**src/sv/tmh_ram.sv**
```systemverilog
// generic single write, single read RAM with registered read
// depends on nothing
module tmh_ram #(
   parameter int WIDTH = 8,
   parameter int DEPTH = 16
) (
   input  logic                     clock,
   input  logic                     wr_en,
   input  logic [$clog2(DEPTH)-1:0] wr_addr,
   input  logic [WIDTH-1:0]         wr_data,
   input  logic [$clog2(DEPTH)-1:0] rd_addr,
   output logic [WIDTH-1:0]         rd_data
);
   logic [WIDTH-1:0] mem [DEPTH];

   // write port and registered read
   always_ff @(posedge clock) begin
      if (wr_en) begin
         mem[wr_addr] <= wr_data;
      end
      rd_data <= mem[rd_addr];
   end
endmodule

```
**config.mk**
```make
export PLATFORM = sky130hd
export DESIGN_NAME = tmh_ram
export DESIGN_NICKNAME = d
export VERILOG_FILES = /design/src/sv/tmh_ram.sv
export SDC_FILE = /design/constraint.sdc
export NUM_CORES = 1
export LEC_CHECK = 0
export BUFFER_PORTS_ARGS = -buffer_cell sky130_fd_sc_hd__buf_2
export CORE_ASPECT_RATIO = 1.2
export CORE_MARGIN = 2
export CORE_UTILIZATION = 35
export DETAILED_ROUTE_END_ITERATION = 8
export RECOVER_POWER = 25
export SLEW_MARGIN = 10
export SYNTH_ARGS = -nofsm -noshare
export SYNTH_HDL_FRONTEND = slang
export SYNTH_SLANG_ARGS = --single-unit
```
**constraint.sdc**
```tcl
create_clock -name clock -period 3.5 [get_ports clock]
set_input_delay 0.35 -clock clock [delete_from_list [all_inputs] [get_ports clock]]
set_output_delay 0.35 -clock clock [all_outputs]
set_load 0.02 [all_outputs]
```
[Yosys cells after proc, flatten, opt, wreduce, memory -nomap -nowiden]
Memories as Yosys holds them, arrays and structs flattened. A register that Yosys moved wholly into a read port is not among the register bits.
Cells that the tools add are included.
Operators by class
  muxes and demuxes: 2
Operators by type and width (count)
  1-bit 2-to-1 mux: 2
Word-level totals
  register bits after elaboration: 0
  RAM bits: 128
  input port bits: 18
  output and inout bits: 8
  memories kept: 1
Memories
  mem: words 16, width 8, rd ports 1, clocked after Yosys merged registers in 1, wr ports 1, RTL line 14  | logic [WIDTH-1:0] mem [DEPTH];

[Logic depth before layout (Yosys ltp)]
  depth in word-level cells: 2
  depth in mapped cells: 5
  mapped depth without buffers: 3

[Worst setup path before layout]
OpenSTA, ideal clock, no wires.
  kind: input-to-reg
  start: input port wr_addr[2]
  end: memory mem[0][0] (enable)
  library setup time: 0.383 ns
  data arrival time: 1.460 ns
  required time: 3.117 ns
  path slack: 1.657 ns
  stages: 2
  buffers on the path: 0
  path through: or3b_2 > nor3_1
RTL lines
  from (decl): RTL line 9  | input logic [$clog2(DEPTH)-1:0] wr_addr,
  to (decl): RTL line 14
No word-level cell before the write port.

==> flow_metrics.tcl <==
set metrics [dict create \
    critPathRequiredTime_ns 3.79 \
    io_buffer_count 25 \
    core.rowCount 48 \
    synth_seq_area_share_pct 77.78 \
    global_route.overflow_total 0 \
    post_route_cells_drive_above_1_share_pct 26.07 \
    layout.cells.non_filler 455 \
    die_area_um2 15700 \
    cap_violations 0 \
    cts_buffer_depth 2 \
    max_freq_mhz 598.1 \
    crit_buf_inv 2 \
    met2_wirelength_mm 4.876 \
    worst_path_max_delay_cell "sky130_fd_sc_hd__mux4_1" \
    clk_pin_slew_worst_paths_ns 0.06 \
    timing.clock.skew_ns 0.007271 \
    kind_of_capture_point_of_the_worst_setup_path "flip-flop" \
    synth_nets 247 \
    critical_path_class "in -> reg" \
    core-area_um2 14410 \
    timing_hold_violations_final 0 \
    worstHoldPathType "in -> reg" \
    die_width_um 114.7 \
    dr_vias_cell 5.237 \
    worst_skew_pair.late_latency_ns 0.41 \
    grt_first_pass_wirelength_mm 14.95 \
    grt_antenna_before_repair 0 \
    report.final.setup_viol 0 \
    worst_ir_drop_vdd_uv 218.4 \
    post-place-ws_ns 1.386 \
    highest-signal-layer "met4" \
    max-slew-margin-rel_pct 33.22 \
    cts_tree "yes" \
    cts.sinks 136 \
    fin_util_pct 42.20 \
    tightestPinTransition_ns 0.9980 \
    met3WireLength_um 322 \
    ys_seq_elements 136 \
    grt_usage_pct 13.54 \
    number_of_ports_placed_on_the_die_boundary 26 \
    numCtsBuffers 17 \
    ys_warn_count 0 \
    layout.nets 285 \
    synthDistinctLibCells 19 \
    drt-total-wl_mm 9.578 \
    per_cell_routed_wire_length_um 21.05 \
    worst-endpoint-arrival_ns 1.96 \
    root_buffer "sky130_fd_sc_hd__clkbuf_16" \
    family_with_the_most_delay_on_the_worst_path "multiplexers" \
    initial_cell_density_of_the_core_pct 35.71 \
    power_leakage_nw 2.013 \
    critical_path.startpoint_type "input port" \
    critical_path.cell_chain "buf_2 > buf_4 > mux4_1 > a22oi_1 > nand2_1" \
    post-cts-setup-buffer-count 0 \
    first_pass_iters 5 \
    antenna_cells 0 \
    finalMaxSlewViolations 0 \
    route.layer.met1.wl_mm 4.153 \
    period_share_pct 47.77 \
    area_delta_synth_final_pct 18.16 \
    syn_area_um2 5147 \
    slowest_delay_ns 0.62 \
    detailed_placement_wirelength_estimate_mm 6.049 \
    cts_hold_repair.buffers 0 \
    run_status "completed" \
    path_max_fanout 32 \
    drtIter0Drc 157 \
    route.detailed.drc 0 \
    cts-resized-gates 0 \
    fin_crit_ns 1.672 \
    gp_congestion 0.7315 \
    setup_repair_after_global_routing_missed_its_margin "false" \
    fin_tns_setup_ns 0 \
    vias 2383 \
    cellPowerDensity_nw_per_um2 638.0 \
    antenna_left 0 \
    dpl.cell_count 423 \
    die_h_um 136.8 \
    grt_pass1_vias 2550 \
    synthesized_netlist_cell_count 229 \
    avgSynthCellArea_um2 22.48 \
    grt_start_max_net_pins 33 \
    postLayoutSetupSlackWorst_ns 1.828 \
    htree_num_levels 4 \
]
## kinds of logic (layout without fill, tap and decap cells)
group | count (synthesis) | count (layout) | synth area share, %
buf+inv | 10 | 61 | 1.677
mux | 32 | 32 | 15.02
compound gates | 16 | 16 | 2.334
simple gates | 35 | 35 | 3.184
flops | 136 | 136 | 77.78
## layer usage
metal	track usage (%)	vias to the layer above
li1	-	1049
met1	17.12	1256
met2	21.99	60
met3	3.100	18
met4	6.827	0
met5	0	-
## worst register-to-register path, delay by kind of cell, from the launching register on
kind | cells | cell delay [ns]
and+or+nand+nor | 1 | 0.10
DFF | 1 | 0.35
muxes | 1 | 0.50
AOI/OAI and AO/OA | 1 | 0.31
## metrics by stage
step / instance area, um2 / hold WS [ns] / total power, mW
after floorplan: 5147 / 0.4489 / 1.968
after global routing: 6082 / 0.3536 / 4.002
final: 6082 / 0.3393 / 3.881
after CTS: 6090 / 0.3157 / 3.909
after detailed placement: 5440 / 0.6569 / 2.039
after global placement: 5440 / 0.6577 / 2.034
## area by class of cell
cell class,count,area [um2]
Timing Repair Buffer,29,147.6
Clock inverter,8,102.6
Multi-Input combinational cell,83,1062
Sequential cell,136,4004
Clock buffer,24,546.8
Fill cell,1241,8332
Tap cell,175,219.0
## placed cells by master, fill, tap and decap left out
cell type and instances:
sky130_fd_sc_hd__clkbuf_16 21, sky130_fd_sc_hd__buf_4 4, sky130_fd_sc_hd__bufinv_16 2, sky130_fd_sc_hd__and2b_1 1, sky130_fd_sc_hd__nor2b_1 1, sky130_fd_sc_hd__mux4_2 18
sky130_fd_sc_hd__or3b_2 1, sky130_fd_sc_hd__mux4_1 14, sky130_fd_sc_hd__nand2b_1 2, sky130_fd_sc_hd__edfxtp_1 128, sky130_fd_sc_hd__nor2_1 13, sky130_fd_sc_hd__nor3_2 1
sky130_fd_sc_hd__clkinvlp_4 2, sky130_fd_sc_hd__clkbuf_8 1, sky130_fd_sc_hd__clkbuf_1 8, sky130_fd_sc_hd__dfxtp_1 8, sky130_fd_sc_hd__clkinv_4 1, sky130_fd_sc_hd__nand2_1 9
sky130_fd_sc_hd__and2_1 1, sky130_fd_sc_hd__a22oi_1 16, sky130_fd_sc_hd__nand3_1 1, sky130_fd_sc_hd__buf_2 19, sky130_fd_sc_hd__clkinv_2 2, sky130_fd_sc_hd__nand3b_1 2
sky130_fd_sc_hd__nor3_1 3, sky130_fd_sc_hd__inv_6 1
## report_power, final
group          total [mW]  internal (mW)  switching, mW
Sequential           1.83           1.82        0.00997
Combinational       0.170         0.0651          0.105
Clock                1.88           1.24          0.639
## sequential cells by signal, indices dropped and copies added, names as in the netlist
register	flops
rd_data	8
mem	128
## synthesized netlist by cell type
library cell                        n  area [um2]
sky130_fd_sc_hd__nand3b_1           2       15.01
sky130_fd_sc_hd__dfxtp_1            8       160.2
sky130_fd_sc_hd__or3b_2             1       8.760
sky130_fd_sc_hd__nand2_1            9       33.78
sky130_fd_sc_hd__and2_1             1       6.260
sky130_fd_sc_hd__clkdlybuf4s25_2    3       30.03
sky130_fd_sc_hd__a22oi_1           16       120.1
sky130_fd_sc_hd__nand2b_1           2       12.51
sky130_fd_sc_hd__nor3_1             4       20.02
sky130_fd_sc_hd__buf_6              3       33.78
sky130_fd_sc_hd__nor2b_1            1       6.260
sky130_fd_sc_hd__nand3_1            1       5.000
sky130_fd_sc_hd__buf_2              3       15.01
sky130_fd_sc_hd__mux4_1            14       367.9
sky130_fd_sc_hd__buf_4              1       7.510
sky130_fd_sc_hd__and2b_1            1       7.510
sky130_fd_sc_hd__edfxtp_1         128        3844
sky130_fd_sc_hd__mux4_2            18       405.4
sky130_fd_sc_hd__nor2_1            13       48.80
## final timing paths
path,startpoint,cells after the start,to,slack [ns]
min,wr_data[3],1,mem[12][3],0.34
max reg2reg,mem[1][2],3,rd_data[2],2.13
min reg2reg,mem[8][3],3,rd_data[3],0.67
max,rd_addr[0],5,rd_data[2],1.83
(Power assumes the default switching activity.)
